File: config.mk
export PLATFORM = sky130hd
export DESIGN_NAME = vtp_post
export DESIGN_NICKNAME = d
export VERILOG_FILES = /design/src/rtl/vtp_pkg.sv /design/src/rtl/vtp_post.sv
export SDC_FILE = /design/constraint.sdc
export NUM_CORES = 1
export LEC_CHECK = 0
export ABC_AREA = 1
export ABC_CLOCK_PERIOD_IN_PS = 6900
export BUFFER_PORTS_ARGS = -buffer_cell sky130_fd_sc_hd__buf_4
export CAP_MARGIN = 20
export CORE_MARGIN = 2
export CORE_UTILIZATION = 50
export CTS_BUF_LIST = sky130_fd_sc_hd__clkbuf_4 sky130_fd_sc_hd__clkbuf_8 sky130_fd_sc_hd__clkbuf_16
export DETAILED_ROUTE_END_ITERATION = 8
export PLACE_DENSITY = 0.76
export RECOVER_POWER = 50
export SYNTH_ARGS = -nofsm -noshare
export SYNTH_HDL_FRONTEND = slang
export SYNTH_SLANG_ARGS = --single-unit
File: constraint.sdc
create_clock -name aclk -period 6.9 [get_ports aclk]
set_clock_uncertainty 0.2 [all_clocks]
set_input_delay 1.38 -clock aclk [delete_from_list [all_inputs] [get_ports aclk]]
set_output_delay 1.38 -clock aclk [all_outputs]
set_load 0.05 [all_outputs]
File: src/rtl/vtp_pkg.sv
// Shared types and constants of the vertex transform with perspective divide.
// No dependencies.
package vtp_pkg;

    localparam int DEF_FRAC_BITS  = 16;
    localparam int DEF_WORD_WIDTH = 32;
    localparam int LANES          = 3;
    localparam int CFG_IDX_W      = 4;
    localparam int CFG_DATA_W     = 64;

    // Matrix register indexes.
    localparam logic [CFG_IDX_W-1:0] REG_ROW0_C01 = 4'd0;
    localparam logic [CFG_IDX_W-1:0] REG_ROW0_C23 = 4'd1;
    localparam logic [CFG_IDX_W-1:0] REG_ROW1_C01 = 4'd2;
    localparam logic [CFG_IDX_W-1:0] REG_ROW1_C23 = 4'd3;
    localparam logic [CFG_IDX_W-1:0] REG_ROW2_C01 = 4'd4;
    localparam logic [CFG_IDX_W-1:0] REG_ROW2_C23 = 4'd5;
    localparam logic [CFG_IDX_W-1:0] REG_ROW3_C01 = 4'd6;
    localparam logic [CFG_IDX_W-1:0] REG_ROW3_C23 = 4'd7;

    typedef struct packed {
        logic               cmd;
        logic signed [31:0] in_x;
        logic signed [31:0] in_y;
        logic signed [31:0] in_z;
    } in_t;

    typedef struct packed {
        logic signed [31:0] out_x;
        logic signed [31:0] out_y;
        logic signed [31:0] out_z;
        logic               w_zero;
        logic               saturated;
    } out_t;

    // Control that travels with an item through the divide stages.
    typedef struct packed {
        logic             valid;
        logic             wz;
        logic [LANES-1:0] neg;
        logic [LANES-1:0] ovf;
    } div_ctl_t;

endpackage

File: src/rtl/vtp_post.sv
// Output stage: sign, saturation, zero-w forcing and the result register.
// Depends on vtp_pkg.
module vtp_post #(
    parameter int W  = vtp_pkg::DEF_WORD_WIDTH,
    parameter int QB = 33
) (
    input  logic              aclk,
    input  logic              aresetn,
    input  logic              en,
    input  vtp_pkg::div_ctl_t ctl,
    input  logic [QB-1:0]     quo [3],
    output logic              m_valid,
    output vtp_pkg::out_t     m_data
);

    localparam logic signed [QB:0] VMAX = {3'b000, {(W-1){1'b1}}};
    localparam logic signed [QB:0] VMIN = {3'b111, {(W-1){1'b0}}};

    logic                valid_reg;
    vtp_pkg::out_t       data_reg;
    vtp_pkg::out_t       data_next;
    logic signed [W-1:0] res [3];
    logic [2:0]          sat;

    always_comb begin
        logic signed [QB:0] q;
        logic signed [QB:0] v;
        for (int c = 0; c < 3; c++) begin
            q = signed'({1'b0, quo[c]});
            v = ctl.neg[c] ? -q : q;
            if (ctl.wz) begin
                res[c] = '0;
                sat[c] = 1'b0;
            end else if (ctl.ovf[c]) begin
                res[c] = ctl.neg[c] ? VMIN[W-1:0] : VMAX[W-1:0];
                sat[c] = 1'b1;
            end else if (v > VMAX) begin
                res[c] = VMAX[W-1:0];
                sat[c] = 1'b1;
            end else if (v < VMIN) begin
                res[c] = VMIN[W-1:0];
                sat[c] = 1'b1;
            end else begin
                res[c] = v[W-1:0];
                sat[c] = 1'b0;
            end
        end
        data_next.out_x     = 32'(res[0]);
        data_next.out_y     = 32'(res[1]);
        data_next.out_z     = 32'(res[2]);
        data_next.w_zero    = ctl.wz;
        data_next.saturated = |sat;
    end

    always_ff @(posedge aclk) begin
        if (!aresetn) begin
            valid_reg <= 1'b0;
        end else if (en) begin
            valid_reg <= ctl.valid;
        end
    end

    always_ff @(posedge aclk) begin
        if (en) begin
            data_reg <= data_next;
        end
    end

    assign m_valid = valid_reg;
    assign m_data  = data_reg;

endmodule

======== After elaboration in Yosys (flattened, before gate mapping) ========
Index checks and enable logic that the tools add are counted.
operators by class
  $add $sub $neg .......................... 3
  order comparisons ....................... 6
  multiplexer cells ....................... 27
  reduce and logical (&&, ||, !) cells .... 1
operators by type and width
  cell                                                  number
  two-way mux 32 bit                                    12
  > comparator 34 x 32 -> 1 bit, second input constant  3
  < comparator 34 x 32 -> 1 bit, second input constant  3
  two-way mux 34 bit                                    3
  negation 33 -> 34 bit                                 3
  two-way mux 1 bit                                     12
  OR reduction 3 bit                                    1
storage, ports and cells
  bits in registers ....................... 99
  input port bits ......................... 110
  output and inout bits ................... 99
  word-level logic and storage cells ...... 43

======== Logic depth before layout (Yosys ltp) ========
Gate-level depths: netlist of the first run.
  depth after elaboration ................. 8
  mapped depth ............................ 17
  mapped depth without buffers ............ 16

======== Worst setup path before layout of the first run ========
Ideal clock, no wire load.
  path kind ............................... in2reg
  from .................................... input quo[67] in the netlist's numbering
  to ...................................... register data_reg, in the netlist m_data[84], data pin
  setup time .............................. 0.270 ns
  arrival ................................. 2.797 ns
  setup slack ............................. 3.633 ns
  cell stages on the path ................. 12
  buffers on the path ..................... 0
  path through ............................ inv_1 ha_1 nand3_1 nor3_1 inv_1 o21ai_0 o21ai_0 xor2_1 nand2_1 nand2_1 nand2_1 a21oi_1
between the ends
  cells in the longest elaborated chain, start to end .. 6
  elaborated cells on any way between the ends .. 7
ends and longest elaborated chain
  what                           line            RTL
  start: declaration             vtp_post.sv:11  input logic [QB-1:0] quo [3],
  negation 33 -> 34 bit          vtp_post.sv:30  v = ctl.neg[c] ? -q : q;
  two-way mux 34 bit (*)         vtp_post.sv:30
  < comparator 34 x 32 -> 1 bit  vtp_post.sv:40  end else if (v < VMIN) begin
  two-way mux 32 bit             vtp_post.sv:40
  two-way mux 32 bit (*)         vtp_post.sv:37  end else if (v > VMAX) begin
  two-way mux 32 bit (*)         vtp_post.sv:34  end else if (ctl.ovf[c]) begin
  end signal: assignment         vtp_post.sv:65  data_reg <= data_next;
  end: declaration               vtp_post.sv:20  vtp_pkg::out_t data_reg;
Every way passes the cells marked *; elsewhere a longest branch is shown, timed or not.
A chain may end at the register's enable or synchronous reset.

======== Worst setup path in the final report of the first run ========
  from .................................... input en
  to ...................................... register data_reg, in the netlist m_data[56] (enable)
RTL lines
  what                line           RTL
  start: declaration  vtp_post.sv:9  input logic en,
No word-level cell between the ends.

==> results of run 1 <==
[routing by layer]
metal	part of all wire	vias to the layer above	global-route usage
met3	0.068	25	0.04346
met5	0	-	0
met2	0.48	254	0.4527
li1	-	3936	-
met1	0.43	3506	0.3484
met4	0.019	0	0.08349
[cell usage after synthesis (all sizes together)]
master and n:
o21ai 33, o21bai 3, and3 1, clkbuf 26, nor2 120, nand3b 2
or2 1, nand3 47, dfxtp 1, xor2 49, inv 83, a211oi 1
clkinv 2, buf 32, o21a 1, ha 3, nor3 11, nand4 9
nand2 457, xnor2 27, a21oi 104, a31oi 1, nor4 8, a21o 1
edfxtp 98, o31ai 2, o211ai 3
[registers in the layout, summed over array words and instances, names as in the netlist]
signal / cells
m_data: 98
m_valid: 1
[cells in the final DEF (no fill, tap or decap), drive strengths merged, types with 3 or more instances in the layout]
| master | count |
|---|---|
| nor4 | 8 |
| nor2 | 120 |
| clkbuf | 110 |
| o21bai | 3 |
| o211ai | 3 |
| xor2 | 49 |
| nand2 | 457 |
| o21ai | 33 |
| buf | 110 |
| bufinv | 3 |
| xnor2 | 27 |
| a21oi | 104 |
| ha | 3 |
| inv | 85 |
| nand4 | 9 |
| edfxtp | 98 |
| nor3 | 11 |
| clkinv | 4 |
| nand3 | 47 |
[final cells by class]
cell class	instances	area (um2)
fillers	1586	5913
flip-flops and latches	99	2963
inverters	85	319.1
clock buffers	9	225.2
well taps	211	264.0
multi-input cells	884	4282
repair buffers	211	1226
clock inverters	7	122.6
[power breakdown]
group	switching (mW)	internal (mW)	leakage (nW)	total [mW]
Combinational	0.419	0.149	3.08	0.569
Sequential	0.0173	0.721	0.949	0.738
Clock	0.237	0.358	0.170	0.595
Total	0.674	1.23	4.20	1.90
[worst max-delay path by stage]
stage	start	end	slack [ns]	depth (start not counted)
after floorplan	quo[67]	m_data[84]$_SDFFCE_PP0P_	3.63	12
after global placement	quo[67]	m_data[0]$_DFFE_PP_	2.84	14
after global routing	en	m_data[69]$_SDFFCE_PP0P_	2.06	2
final	en	m_data[56]$_SDFFCE_PP0P_	2.35	2
after detailed placement	quo[67]	m_data[81]$_SDFFCE_PP0P_	2.78	14
after CTS	quo[67]	m_data[81]$_SDFFCE_PP0P_	3.15	14
[worst min-delay path, stage by stage, from the launching register on]
cell	delay [ns]
dfxtp_1	0.33
o21ai_0	0.09
a21oi_1	0.11
[cells by family (layout without fill, tap and decap cells)]
kind of cell	count (synthesis)	count (layout)	synth area share
AOI/OAI and AO/OA	149	149	0.1082
xor gates and xnor gates	76	76	0.08412
adders and majority gates	3	3	0.004744
buffers and inverters	143	312	0.08412
DFF	99	99	0.3744
and+or+nand+nor	656	656	0.3444
==> results.sh, run 1 <==
export IMPL_status="complete, but fails checks"
export IMPL_violations="max-capacitance violations, max-slew violations"
export IMPL_ir_drop_v=0.0001249
export IMPL_path_clk_slew_ns=0.07
export IMPL_cts_inserted_buffers=9
export IMPL_synth_top_cell_area_share=0.3719
export IMPL_power_mw=1.902
export IMPL_hold_buffers=0
export IMPL_wl_per_cell_um=14.92
export IMPL_grt_max_degree=97
export IMPL_path_cells="clkbuf_1, clkbuf_2"
export IMPL_final_cell_count_no_fill=1506
export IMPL_first_pass_iters=5
export IMPL_yosysSeqAreaShare=0.3744
export IMPL_r2r_setup_slack_ns=5.95
export IMPL_maxCapViolCount=1
export IMPL_reg2reg_from="m_valid$_SDFFE_PN0P_"
export IMPL_worstHoldPathType="reg -> reg"
export IMPL_cpLargestDelayFamily="buffers and inverters"
export IMPL_antenna_found_initial=0
export IMPL_dpl_cell_count=1489
export IMPL_syn_to_final_growth_pct=18.82
export IMPL_post_cts_buffers=0
export IMPL_detail_route_antenna_nets=0
export IMPL_start_kind="input pin"
export IMPL_clockBufferDepth=2
export IMPL_endpoint_kind="flop"
export IMPL_setup_viol=0
export IMPL_slowest_stage="clkbuf_1"
export IMPL_clock_sink_count=99
export IMPL_hold_violations=0
export IMPL_crit_type="in -> reg"
export IMPL_htree_levels=3
export IMPL_powerDensity_nw_per_um2=202.3
export IMPL_port_buffers=208
export IMPL_timing_rr_end="m_valid$_SDFFE_PN0P_"
export IMPL_placedInstanceArea_um2=9407
export IMPL_grt_overflow=0
export IMPL_cp_max_fo=56
export IMPL_leakagePower_nw=4.200
export IMPL_cts_resized=0
export IMPL_worst_slack_ns=2.345
export IMPL_period_share=0.6601
export IMPL_slew_headroom=-0.5174
export IMPL_clock_root_buffer="clkbuf_16"
export IMPL_period_minus_slack_ns=4.555
export IMPL_groute_usage_overall=0.2659
export IMPL_yosysTopAreaCell="edfxtp_1"
export IMPL_worstHoldStart="m_valid$_SDFFE_PN0P_"
export IMPL_reg2regPathDepth=2
export IMPL_syn_nets=1239
export IMPL_coreArea_um2=15310
export IMPL_drive_gt1_frac=0.1382
export IMPL_die_w_um=129.8
export IMPL_grt_pass1_vias=7182
export IMPL_gp_congestion=0.9291
export IMPL_nNetsFinal=1403
export IMPL_antenna_cells=0
export IMPL_grt_pass1_wl_um=35560
export IMPL_max_freq_mhz=219.6
export IMPL_holdWs_ns=0.3724
export IMPL_detail_route_vias_per_cell=5.127
export IMPL_ios=209
export IMPL_min_to="m_valid$_SDFFE_PN0P_"
export IMPL_postSynthAreaPerCell_um2=7.027
export IMPL_path_buf_inv=2
export IMPL_cts_tree="done"
export IMPL_crit_required_ns=6.67
export IMPL_stdcell_area_um2=9402
export IMPL_drt_total_wl_um=22470
export IMPL_post_route_drc_count=0
export IMPL_rsz0062_at_grt="false"
export IMPL_synth_seq_cells=99
export IMPL_dpl_worst_slack_ns=2.778
export IMPL_start_util=0.5167
export IMPL_syn_area_um2=7913
export IMPL_row_count=45
export IMPL_utilization=0.6139
export IMPL_netlist_instances=1126
export IMPL_slowest_delay_ns=1.58
export IMPL_fin_setup_tns_ns=0
export IMPL_holdPathStages=2
export IMPL_slew_violations=46
export IMPL_tightestPinTransition_ns=2.276
export IMPL_clk_latency_ns=0.35
export IMPL_first_iter_violations=534
export IMPL_dieArea_um2=16850
export IMPL_die_h_um=129.8
export IMPL_synthDistinctLibCells=43
export IMPL_ys_warn_count=0
export IMPL_dp_hpwl_um=16630
export IMPL_num_vias=7721
export IMPL_synthTopCellsByArea="edfxtp_1 (37%), nand2_1 (21%), a21oi_1 (6.3%), xor2_1 (5.4%), nor2_1 (5.0%)"
export IMPL_critPathArrivalTime_ns=4.32
Power figures use the tool's default switching activity.
==> inputs of run 2 (changes only) <==
Settings changed: ABC_CLOCK_PERIOD_IN_PS 6900 to 3700, CORE_UTILIZATION 50 to 49, PLACE_DENSITY 0.76 to 0.78.
Clock period 6.9 ns to 3.7 ns, I/O delays scaled along.
==> results.sh, run 2 (synthesized netlist as in run 1, its figures left out) <==
export IMPL_status="complete, but fails checks"
export IMPL_violations="max-capacitance violations, max-slew violations"
export IMPL_slew_headroom=-0.6912
export IMPL_path_cells="clkbuf_1, buf_12, o21ai_0, a21oi_1"
export IMPL_routed_top_layer="met4"
export IMPL_dieArea_um2=17180
export IMPL_final_cell_mix="nand2_1 (440), buf_4 (167), nor2_1 (106), a21oi_1 (100), edfxtp_1 (98)"
export IMPL_antenna_found_initial=0
export IMPL_die_w_um=131.1
export IMPL_period_minus_slack_ns=3.099
export IMPL_slowest_delay_ns=1.77
export IMPL_slowest_stage="clkbuf_1"
export IMPL_grt_max_degree=76
export IMPL_tightestPinTransition_ns=2.537
export IMPL_groute_usage_overall=0.2544
export IMPL_first_pass_iters=5
export IMPL_rsz0062_at_grt="false"
export IMPL_clockBufferDepth=2
export IMPL_endpoint_kind="flop"
export IMPL_wl_met2_um=10540
export IMPL_crit_type="in -> reg"
export IMPL_powerDensity_nw_per_um2=352.9
export IMPL_grt_pass1_wl_um=34640
export IMPL_detail_route_antenna_nets=0
export IMPL_post_route_drc_count=0
export IMPL_wl_met1_um=9455
export IMPL_num_vias=7797
export IMPL_ir_drop_v=0.0002920
export IMPL_nNetsFinal=1412
export IMPL_worstHoldStart="m_valid$_SDFFE_PN0P_"
export IMPL_final_common_cell="nand2_1"
export IMPL_clock_sink_count=99
export IMPL_cts_tree="done"
export IMPL_leakagePower_nw=4.390
export IMPL_coreArea_um2=15830
export IMPL_dpl_worst_slack_ns=0.6052
export IMPL_detail_route_vias_per_cell=5.130
export IMPL_first_iter_violations=572
export IMPL_hold_violations=0
export IMPL_antenna_cells=0
export IMPL_drive_gt1_frac=0.1840
export IMPL_grt_overflow=0
export IMPL_row_count=46
export IMPL_critPathLaunch="en"
export IMPL_gp_congestion=0.9262
export IMPL_path_clk_slew_ns=0.06
export IMPL_wl_per_cell_um=14.51
export IMPL_port_buffers=208
export IMPL_post_cts_buffers=0
export IMPL_drt_total_wl_um=22050
export IMPL_worstHoldPathType="reg -> reg"
export IMPL_period_share=0.8375
export IMPL_critPathArrivalTime_ns=3.16
export IMPL_grt_pass1_vias=7222
export IMPL_syn_to_final_growth_pct=21.41
export IMPL_reg2reg_from="m_valid$_SDFFE_PN0P_"
export IMPL_max_freq_mhz=322.7
export IMPL_largest_register_ffs=98
export IMPL_start_util=0.4999
export IMPL_clk_latency_ns=0.34
export IMPL_start_kind="input pin"
export IMPL_cts_inserted_buffers=9
export IMPL_clock_root_buffer="clkbuf_16"
export IMPL_fin_setup_tns_ns=0
export IMPL_slew_violations=123
export IMPL_hold_buffers=0
export IMPL_worst_slack_ns=0.6014
export IMPL_dp_hpwl_um=16820
export IMPL_crit_required_ns=3.77
export IMPL_die_h_um=131.1
export IMPL_ios=209
export IMPL_dr_wl_met3_um=1551
export IMPL_htree_levels=3
export IMPL_cp_max_fo=54
export IMPL_setup_viol=0
export IMPL_cts_resized=0
export IMPL_maxCapViolCount=2
==> run 2: power breakdown <==
part,internal [mW],leakage (nW),switching (mW)
clock network,0.485,0.136,0.426
registers,1.34,0.949,0.0303
logic,0.325,3.31,0.781
total,2.15,4.39,1.24
==> run 2: layer usage <==
layer | up-vias | global-route usage
met4 | 0 | 0.08886
met1 | 3523 | 0.3281
met2 | 279 | 0.4349
li1 | 3959 | -
met5 | - | 0
met3 | 36 | 0.04058
==> run 2: stage by stage <==
stage / instances / instance area (um2) / power, mW / util / hold WS (ns)
6_report: 1520 / 9607 / 3.390 / 0.6070 / 0.3762
5_1_grt: 1520 / 9607 / 3.537 / 0.6070 / 0.4371
4_1_cts: 1520 / 9797 / 3.436 / 0.6190 / 0.3873
3_5_place_dp: 1504 / 9513 / 2.538 / 0.6010 / 0.3801
3_3_place_gp: 1504 / 9513 / 2.531 / 0.6010 / 0.3307
2_1_floorplan: 1126 / 7913 / 2.165 / - / 0.5535
==> run 2: worst paths after layout <==
check,end,depth (start not counted),slack (ns)
worst max-delay path,m_valid$_SDFFE_PN0P_,4,0.60
worst min-delay path,m_valid$_SDFFE_PN0P_,2,0.38
worst max register to register,m_valid$_SDFFE_PN0P_,2,2.84
worst min register to register,m_valid$_SDFFE_PN0P_,2,0.38
==> run 2: critical path, delay by kind of cell <==
| family | cells | cell delay [ns] |
|---|---|---|
| AO/OA/AOI/OAI | 2 | 0.27 |
| buffers and inverters | 2 | 2.13 |
==> run 2: layout make-up <==
cell class / count / area (um2)
fillers: 1514 / 6221
multi-input cells: 884 / 4284
flip-flops and latches: 99 / 2963
repair buffers: 220 / 1486
inverters: 85 / 319.1
well taps: 216 / 270.3
clock buffers: 11 / 246.5
clock inverters: 5 / 37.54
