===== src/rtl/vtp_pkg.sv =====
// Shared types and constants of the vertex transform with perspective divide.
// No dependencies.
package vtp_pkg;

    localparam int DEF_FRAC_BITS  = 16;
    localparam int DEF_WORD_WIDTH = 32;
    localparam int LANES          = 3;
    localparam int CFG_IDX_W      = 4;
    localparam int CFG_DATA_W     = 64;

    // Matrix register indexes.
    localparam logic [CFG_IDX_W-1:0] REG_ROW0_C01 = 4'd0;
    localparam logic [CFG_IDX_W-1:0] REG_ROW0_C23 = 4'd1;
    localparam logic [CFG_IDX_W-1:0] REG_ROW1_C01 = 4'd2;
    localparam logic [CFG_IDX_W-1:0] REG_ROW1_C23 = 4'd3;
    localparam logic [CFG_IDX_W-1:0] REG_ROW2_C01 = 4'd4;
    localparam logic [CFG_IDX_W-1:0] REG_ROW2_C23 = 4'd5;
    localparam logic [CFG_IDX_W-1:0] REG_ROW3_C01 = 4'd6;
    localparam logic [CFG_IDX_W-1:0] REG_ROW3_C23 = 4'd7;

    typedef struct packed {
        logic               cmd;
        logic signed [31:0] in_x;
        logic signed [31:0] in_y;
        logic signed [31:0] in_z;
    } in_t;

    typedef struct packed {
        logic signed [31:0] out_x;
        logic signed [31:0] out_y;
        logic signed [31:0] out_z;
        logic               w_zero;
        logic               saturated;
    } out_t;

    // Control that travels with an item through the divide stages.
    typedef struct packed {
        logic             valid;
        logic             wz;
        logic [LANES-1:0] neg;
        logic [LANES-1:0] ovf;
    } div_ctl_t;

endpackage


===== src/rtl/vtp_div_prep.sv =====
// Two stages that set up the shared-divisor division of x, y and z by w.
// Depends on vtp_pkg.
module vtp_div_prep #(
    parameter int F  = vtp_pkg::DEF_FRAC_BITS,
    parameter int AW = 50,
    parameter int QB = 33
) (
    input  logic                 aclk,
    input  logic                 aresetn,
    input  logic                 en,
    input  logic                 in_valid,
    input  logic                 in_point,
    input  logic signed [AW-1:0] acc [4],
    output vtp_pkg::div_ctl_t    ctl,
    output logic [AW-1:0]        den,
    output logic [AW-1:0]        rem [3],
    output logic [QB-1:0]        low [3]
);

    localparam int NW = AW + F;

    logic [AW-1:0]     n_reg [3];
    logic [AW-1:0]     d_reg;
    logic [2:0]        neg_reg;
    logic              wz_reg, v3_reg;
    logic signed [AW-1:0] den_s;
    logic              wz_next;

    vtp_pkg::div_ctl_t ctl_reg;
    logic [AW-1:0]     d4_reg;
    logic [AW-1:0]     rem_reg [3];
    logic [QB-1:0]     low_reg [3];
    logic [NW-1:0]     num_w [3];
    logic [2:0]        ovf_next;

    // Direction mode and zero w both divide by 1.0, which leaves the value exact.
    assign wz_next = in_point && (acc[3] == '0);
    assign den_s   = (in_point && !wz_next) ? acc[3] : (AW'(1) << F);

    always_ff @(posedge aclk) begin
        if (!aresetn) begin
            v3_reg        <= 1'b0;
            ctl_reg.valid <= 1'b0;
        end else if (en) begin
            v3_reg        <= in_valid;
            ctl_reg.valid <= v3_reg;
        end
    end

    always_ff @(posedge aclk) begin
        if (en) begin
            for (int c = 0; c < 3; c++) begin
                n_reg[c]   <= acc[c][AW-1] ? AW'(-acc[c]) : AW'(acc[c]);
                neg_reg[c] <= acc[c][AW-1] ^ den_s[AW-1];
            end
            d_reg  <= den_s[AW-1] ? AW'(-den_s) : AW'(den_s);
            wz_reg <= wz_next;

            for (int c = 0; c < 3; c++) begin
                rem_reg[c] <= ovf_next[c] ? '0 : AW'(num_w[c][NW-1:QB]);
                low_reg[c] <= num_w[c][QB-1:0];
            end
            d4_reg      <= d_reg;
            ctl_reg.wz  <= wz_reg;
            ctl_reg.neg <= neg_reg;
            ctl_reg.ovf <= ovf_next;
        end
    end

    // A quotient wider than QB bits can only saturate.
    always_comb begin
        for (int c = 0; c < 3; c++) begin
            num_w[c]    = {n_reg[c], {F{1'b0}}};
            ovf_next[c] = NW'(num_w[c][NW-1:QB]) >= NW'(d_reg);
        end
    end

    assign ctl = ctl_reg;
    assign den = d4_reg;
    assign rem = rem_reg;
    assign low = low_reg;

endmodule


===== config.mk =====
export PLATFORM = sky130hd
export DESIGN_NAME = vtp_div_prep
export DESIGN_NICKNAME = d
export VERILOG_FILES = /design/src/rtl/vtp_pkg.sv /design/src/rtl/vtp_div_prep.sv
export SDC_FILE = /design/constraint.sdc
export NUM_CORES = 1
export LEC_CHECK = 0
export BUFFER_PORTS_ARGS = -buffer_cell sky130_fd_sc_hd__buf_2
export CAP_MARGIN = 20
export CORE_ASPECT_RATIO = 0.9
export CORE_MARGIN = 5
export CORE_UTILIZATION = 55
export CTS_CLUSTER_DIAMETER = 100
export DETAILED_ROUTE_END_ITERATION = 8
export PLACE_DENSITY = 0.93
export SYNTH_ARGS = -nofsm -noshare
export SYNTH_HDL_FRONTEND = slang
export SYNTH_SLANG_ARGS = --single-unit

===== constraint.sdc =====
create_clock -name aclk -period 12.6 [get_ports aclk]
set_input_delay 1.26 -clock aclk [delete_from_list [all_inputs] [get_ports aclk]]
set_output_delay 1.26 -clock aclk [all_outputs]
set_load 0.1 [all_outputs]

# After elaboration in Yosys (flattened, before gate mapping)
# Memories as Yosys holds them, arrays and structs flattened.
# Index checks and enable logic that the tools add are counted.
# classes
muxes	7
n_reduce_logical	4
n_mul	0
n_lt_le_gt_ge	3
bitwise	3
eq_ne	0
div_mod_pow	0
shift	0
add_sub_neg	4
# ops
op	n
$mux 50	4
$neg 50->50	4
$ge 33x50->1	3
$logic_not 50->1	1
$mux 49	1
$xor 1x1->1	3
$logic_and 1x1->1	2
$mux 1	2
$logic_not 1->1	1
# word_totals
ramBits	150
in_bits	205
word_cells	41
n_memories	1
latch_bits	0
romBits	0
ff_bits	314
# memory_table
name	words	word_bits	rd	rd_ports_with_merged_regs	write_ports	line	source
n_reg	3	50	3	0	3	vtp_div_prep.sv:22	logic [AW-1:0] n_reg [3];

# Longest topological paths before layout
# Gate-level depths: netlist of the first run.
# depth
ltp_word	7
depth_mapped	14
ltp_nobuf	12

# Worst setup path after synthesis of the first run
# OpenSTA, ideal clock, no wires.
# synth_path
kind	in2reg
from	input port acc[40] (netlist bit)
to	register d_reg[34], data pin
path_buffers	1
t_required_ns	12.343
cell_stages	13
setup_slack_ns	7.644
arrival_time_ns	4.699
path_cell_list	or4_1 or3_1 or3_1 or4_4 o31ai_4 buf_4 or2_2 ha_1 and4_1 nand3_1 o41ai_1 xor2_1 nor2_1
# synth_between
elab_chain_len	7
# synth_lines
item	line	source
start: declaration	vtp_div_prep.sv:13	input logic signed [AW-1:0] acc [4],
$logic_not 50->1 *	vtp_div_prep.sv:37	assign wz_next = in_point && (acc[3] == '0);
$logic_and 1x1->1 *	vtp_div_prep.sv:37	
$logic_not 1->1 *	vtp_div_prep.sv:38	assign den_s = (in_point && !wz_next) ? acc[3] : (AW'(1) << F);
$logic_and 1x1->1 *	vtp_div_prep.sv:38	
$mux 50 *	vtp_div_prep.sv:38	
$neg 50->50	vtp_div_prep.sv:56	d_reg <= den_s[AW-1] ? AW'(-den_s) : AW'(den_s);
$mux 49 *	vtp_div_prep.sv:56	
end signal: assignment	vtp_div_prep.sv:56	
end: declaration	vtp_div_prep.sv:23	logic [AW-1:0] d_reg;
# Mark *: on every way between the ends. The rest lies on a longest branch, timed or not.
# A chain may end at the register's enable or synchronous reset.

# Final worst setup path of the first run
# layout_path
from	input port acc[29] (netlist bit)
to	register d_reg[42], data pin
# layout_between
elab_chain_len	7
# layout_lines
item	line
$logic_not 50->1	vtp_div_prep.sv:37
$logic_and 1x1->1	vtp_div_prep.sv:37
$logic_not 1->1	vtp_div_prep.sv:38
$logic_and 1x1->1	vtp_div_prep.sv:38
$mux 50 *	vtp_div_prep.sv:38
$neg 50->50	vtp_div_prep.sv:56
$mux 49 *	vtp_div_prep.sv:56
# Marks and branches as above.

==> impl_results.md, run 1 <==
- Result of the run: finished, final reports clean
- CTS buffer count: 43
- Leak Pwr: 9.562 nW
- Number of DRC violations after detailed routing: 0
- Post-CTS Hold Buffers: 0
- Max FFs per register: 150
- RSZ-0062 raised after global routing: no
- Relative slew slack: 0.3356
- Timing-limited maximum frequency: 0.1942 GHz
- Leading post-synthesis cells by cell area: edfxtp_1, ha_1, xnor2_1
- Number of setup buffers added after CTS: 0
- CTS root buffer: clkbuf_16
- Level count of the clock H-tree: 2
- Post-cts sizing count: 0
- Max clock buf depth: 3
- Number of global-route vias before repair: 15360
- List of most frequent post-synthesis cells: edfxtp_1, xnor2_1, nand2_1, nor2_1, ha_1
- PortBufs: 412
- Site row count: 67
- WHS: 0.4151 ns
- Area added between synthesis and finish: 17.33%
- Top-count cell post-synth: edfxtp_1
- Data arrival time at the worst-slack endpoint: 5.44 ns
- Worst path cell trace: buf_2 > or3_1 > nand3b_1 > or3_1 > or4_4 > o311ai_0 > ha_1 > and4_1 > nand3_1 > o41ai_1 > xor2_1 > nor2_1
- CTS tree: built
- Buffers and inverters on the worst path: 1
- Cell family with the largest share of critical-path delay: simple AND/OR/NAND/NOR gates
- Final Critical Period: 5.150 ns
- TNS Setup: 0 ns
- Most frequently used flop master after synthesis: edfxtp_1
- Max-slew violation count: 0
- Fraction of layout instances using a drive strength above 1: 0.2427
- Crit-path max cell delay: 0.57 ns
- Clk sink count: 413
- Core area: 37470 µm²
- Data required time at the worst endpoint: 12.89 ns
- Largest net degree at the start of global routing: 112
- Netlist area before placement: 21000 µm²
- Average cell area after synthesis: 12.56 µm²
- Final count of hold timing violations: 0
- Floorplan die width: 216.0 µm
- Ports: 512
- Min-Delay Path Class: register to register
- Routability cong.: 0.9233
- Vias per inst: 5.957
- Initial antenna violation count: 14
- Share of synthesized area occupied by flip-flops and latches: 0.5896
- Setup crit start kind: input port
- Residual overflow from global routing: 0
- Share of the clock period used by the worst path: 0.4087
- Pwr Density: 162.8 nW/µm²
- Final Routed Wirelength: 61.42 mm
- Synthesis Warnings: 0
- Crit Path Class: input port to register
- Area share of the leading cell type in the synthesized netlist: 0.5877
- Worst Tran Pin Value: 0.9965 ns
- IR drop worst, VDD: 138.0 µV
- WL/cell: 23.62 µm
- Number of max-capacitance violations reported: 0
- Number of routed nets with antenna violations: 0
- Number of distinct library cells after synthesis: 59
- Slowest stage cell, crit path: or4_4
- Number of enable flip-flop cells after synthesis: 411
- Most Frequent Cell on Critical Path: or3_1
- Half-perimeter wire length after detailed placement: 45.13 mm
- GRT Total Usage: 0.2785
- Share of synthesized registers carrying an async set or reset: 0
- Clock slew at reported path FFs: 0.06 ns
- Flop and latch count out of synthesis: 413
- Clock Skews: 0.02786 ns
- Maximum net fanout on the critical path: 10
- Worst-skew pair later-pin latency: 0.56 ns
- Final setup violation count: 0
- Instance count of the mapped netlist: 1672
- Critical Path End Type: register
- First-pass iteration count of the detailed router: 6
- Number of violations reported at the end of detailed-routing iteration 0: 1788
- Utilization of the core after routing: 0.6575
- Starting density of the core: 0.5604
- Yosys top cell by area: edfxtp_1
- Total Die Area: 42200 µm²
- Net count of the finished layout: 2385
- Die height: 195.4 µm
- First-pass GRT wire length: 90.62 mm
- Via count: 15490
==> cells in the final DEF, fill, tap and decap left out, types with 5 or more instances in the layout <==
| cell type | count |
|---|---|
| o211ai_1 | 6 |
| nand3b_1 | 5 |
| nand3_1 | 16 |
| nor4_1 | 20 |
| nand4_1 | 23 |
| nor3_1 | 20 |
| bufinv_16 | 5 |
| ha_1 | 103 |
| clkinv_1 | 9 |
| edfxtp_1 | 411 |
| o21ai_0 | 73 |
| and4_1 | 6 |
| nor3b_1 | 32 |
| or4_1 | 27 |
| or3_1 | 18 |
| nor2b_1 | 6 |
| nand2b_1 | 14 |
| xor2_1 | 46 |
| clkinvlp_4 | 5 |
| a21oi_1 | 30 |
| nor2_1 | 113 |
| o41ai_1 | 33 |
| or2_2 | 12 |
| a32o_1 | 33 |
| buf_4 | 11 |
| clkbuf_16 | 44 |
| diode_2 | 7 |
| a21o_1 | 5 |
| inv_1 | 47 |
| nand2_1 | 123 |
| xnor2_1 | 145 |
| o31ai_1 | 61 |
| and2_1 | 34 |
| conb_1 | 99 |
| clkbuf_1 | 5 |
| buf_2 | 411 |
==> cell type report <==
| type | count | area [µm²] |
|---|---|---|
| fill | 2647 | 12830 |
| sequential | 413 | 12380 |
| multi-input combinational | 1148 | 7855 |
| timing repair buffer | 424 | 2182 |
| clock buffer | 49 | 1120 |
| tap | 483 | 604.3 |
| clock inverter | 29 | 301.5 |
| inverter | 47 | 176.4 |
| antenna | 7 | 17.52 |
==> worst reg2reg max path, stage by stage, from the launching register on <==
cell and delay, ns:
edfxtp_1 0.39, inv_1 0.36, ha_1 0.33, a21oi_1 0.14
o21ai_0 0.13, nand4_1 0.11, a211oi_1 0.10, o311ai_4 0.71
buf_4 0.38, a32o_1 0.26
==> per-layer routing <==
layer	global-route usage	vias up	routed length (µm)
met5	0	-	69
met4	0.1130	10	2666
met3	0.08548	182	6675
met2	0.4539	959	29120
met1	0.3503	7434	22890
li1	-	6904	-
==> cell families (layout without fill, tap and decap cells) <==
family | after synthesis | count (layout) | share of synthesized area
fa+ha+maj | 103 | 103 | 0.06137
buf+inv | 209 | 549 | 0.05589
compound gates | 268 | 268 | 0.09158
flops | 413 | 413 | 0.5896
other cells | 1 | 106 | 0.0001786
simple gates | 484 | 484 | 0.1203
mux | 3 | 3 | 0.001430
xor+xnor | 191 | 191 | 0.07966
==> power by group <==
group / switching (mW) / internal [mW] / total, mW
sequential: 0.0644 / 1.67 / 1.74
clock: 0.537 / 0.745 / 1.28
combinational: 0.795 / 0.198 / 0.993
==> through the flow <==
step,std cells,setup WS [ns],total power [mW],instance area [µm²]
global placement,2514,7.203,2.716,23170
global route,2598,7.305,4.154,24630
floorplan,1770,7.644,2.516,21370
finish,2600,7.450,4.012,24640
detailed placement,2514,6.966,2.748,23170
CTS,2592,7.528,4.031,24590
==> path summary, 6_finish.rpt <==
kind	start	endpoint	slack (ns)	cells past startpoint
worst max-delay path	acc[29]	d_reg[42]	7.45	12
worst min-delay path	n_reg[0][65]	low[64]	0.42	0
worst max register to register	d_reg[2]	rem[17]	9.52	9
worst min register to register	n_reg[0][65]	low[64]	0.42	0
(Power assumes the default switching activity.)
==> inputs of run 2 (changes only) <==
--- a/config.mk
+++ b/config.mk
@@ -9,10 +9,10 @@
 export CAP_MARGIN = 20
 export CORE_ASPECT_RATIO = 0.9
 export CORE_MARGIN = 5
-export CORE_UTILIZATION = 55
+export CORE_UTILIZATION = 49
 export CTS_CLUSTER_DIAMETER = 100
 export DETAILED_ROUTE_END_ITERATION = 8
-export PLACE_DENSITY = 0.93
+export PLACE_DENSITY = 0.88
 export SYNTH_ARGS = -nofsm -noshare
 export SYNTH_HDL_FRONTEND = slang
 export SYNTH_SLANG_ARGS = --single-unit
==> constraint.sdc (replaced) <==
create_clock -name aclk -period 4.48 [get_ports aclk]
set_input_delay 0.448 -clock aclk [delete_from_list [all_inputs] [get_ports aclk]]
set_output_delay 0.448 -clock aclk [all_outputs]
set_load 0.1 [all_outputs]
==> run 2 against run 1 <==
  * Sequential power grew to 2.8 times the previous value
  * Cell area is 0.87% higher
  * Core utilization is 7.5 points lower
  * Clock skew is 0.0026 ns lower
  * Global-route usage is 2.7 points lower
  * Sequential cell count stayed put
  * Power grew to 2.8 times the previous value
  * Die area is 12% higher
  * Clock power grew to 2.8 times the previous value
  * Critical path type unchanged
  * Critical endpoint unchanged
  * Largest cell class unchanged
==> impl_results.md, run 2 (synthesis gave the netlist of run 1 again) <==
- Number of setup buffers added after CTS: 0
- Worst Hold Depth: 1
- Initial antenna violation count: 13
- Post-placement setup slack: 0.07738 ns
- Level count of the clock H-tree: 2
- Area added between synthesis and finish: 18.35%
- IR drop worst, VDD: 348.9 µV
- Setup crit start kind: input port
- Vias per inst: 5.689
- Number of violations reported at the end of detailed-routing iteration 0: 1652
- Clk sink count: 413
- Routability cong.: 0.9244
- GRT Total Usage: 0.2511
- Data required time at the worst endpoint: 4.77 ns
- Final count of hold timing violations: 0
- Number of routed nets with antenna violations: 0
- Fraction of layout instances using a drive strength above 1: 0.2455
- R2R Setup Slk: 1.24 ns
- Clock Skews: 0.02521 ns
- Core area: 42700 µm²
- Worst Hold Launch: acc[50]
- Clock slew at reported path FFs: 0.06 ns
- CTS buffer count: 44
- CTS root buffer: clkbuf_16
- TNS Setup: 0 ns
- Starting density of the core: 0.4918
- RSZ-0062 raised after global routing: no
- Largest net degree at the start of global routing: 102
- Worst Slack Setup Final: 0.6264 ns
- R2r startpoint: d_reg[8]
- Floorplan die width: 228.2 µm
- Final Routed Wirelength: 62.17 mm
- Critical Path End Type: register
- WL/cell: 23.12 µm
- Die height: 206.4 µm
- Number of filler cells placed in the layout: 3372
- Max FFs per register: 150
- First-pass iteration count of the detailed router: 5
- Number of global-route vias before repair: 14980
- Worst-skew pair later-pin latency: 0.58 ns
- Post-CTS Hold Buffers: 0
- Overall power consumption: 11.23 mW
- Number of max-capacitance violations reported: 0
- Final setup violation count: 0
- Relative slew slack: 0.3678
- Half-perimeter wire length after detailed placement: 46.22 mm
- Total Die Area: 47100 µm²
- PortBufs: 412
- Crit Path Class: input port to register
- CTS tree: built
- Max-slew violation count: 0
- Endpoint of the worst register-to-register path: rem[113]
- Data arrival time at the worst-slack endpoint: 4.14 ns
- Final Critical Period: 3.854 ns
- Max clock buf depth: 3
- Site row count: 72
- Timing-limited maximum frequency: 0.2595 GHz
- Post-cts sizing count: 0
- Number of DRC violations after detailed routing: 0
- First-pass GRT wire length: 90.41 mm
- Pwr Density: 452.0 nW/µm²
- Via count: 15300
- Worst Tran Pin Value: 0.9244 ns
- Share of the clock period used by the worst path: 0.8602
- Maximum net fanout on the critical path: 10
- Min-Delay Path Class: input port to register
- Highest-count cells in the layout ignoring fill and taps: edfxtp_1, buf_2, xnor2_1
- Utilization of the core after routing: 0.5820
- Net count of the finished layout: 2399
- Result of the run: finished, final reports clean
- Worst-case reg-to-reg path depth: 9
- Residual overflow from global routing: 0
- Endpoint of the worst hold path: n_reg[0][100]
- Ports: 512
- Leak Pwr: 9.628 nW
## run 2: area by class of cell
class / count / area (µm²) / share of cell area
diodes: 8 / 20.02 / 0.0008055
well taps: 555 / 694.4 / 0.02794
flip-flops and latches: 413 / 12380 / 0.4982
repair buffers: 437 / 2337 / 0.09404
clock buffers: 55 / 1142 / 0.04596
clock inverters: 26 / 237.7 / 0.009565
multi-input cells: 1148 / 7864 / 0.3164
inverters: 47 / 176.4 / 0.007098
## run 2: critical path: stages
cell and delay (ns):
buf_2 0.13, or4_1 0.59, or3_1 0.38, or3_1 0.37
or4_4 0.48, o311ai_0 0.36, ha_1 0.24, and4_1 0.24
nand3_1 0.09, buf_4 0.20, o41ai_1 0.31, xor2_1 0.24
nor2_1 0.07
## run 2: metal layers
metal / vias up / part of all wire / track usage
met3: 141 / 0.11 / 0.08008
li1: 6928 / - / -
met4: 12 / 0.045 / 0.1143
met2: 821 / 0.46 / 0.4022
met1: 7397 / 0.38 / 0.3150
met5: - / 0.0012 / 0
## run 2: worst max path at each step
stage                     cells past startpoint  startpoint   endpoint  slack, ns
final                                        13     acc[40]  d_reg[42]       0.63
after global placement                       13     acc[40]  d_reg[42]       0.13
after detailed placement                     13     acc[40]  d_reg[42]       0.08
after floorplan                              13     acc[40]  d_reg[34]       0.34
after CTS                                    13     acc[40]  d_reg[42]       0.68
after global routing                         13     acc[40]  d_reg[42]       0.46
## run 2: metrics by stage
step / std cells / instance area, µm² / hold slack [ns]
global route: 2685 / 24840 / 0.08773
CTS: 2680 / 24810 / 0.07268
detailed placement: 2599 / 23430 / 0.4045
global placement: 2598 / 23400 / 0.4012
finish: 2689 / 24850 / 0.1146
floorplan: 1770 / 21370 / 0.4003
## run 2: where the power goes
part / switching (mW) / internal (mW)
clock network: 1.53 / 2.00
registers: 0.173 / 4.70
logic: 2.26 / 0.569
total: 3.96 / 7.27
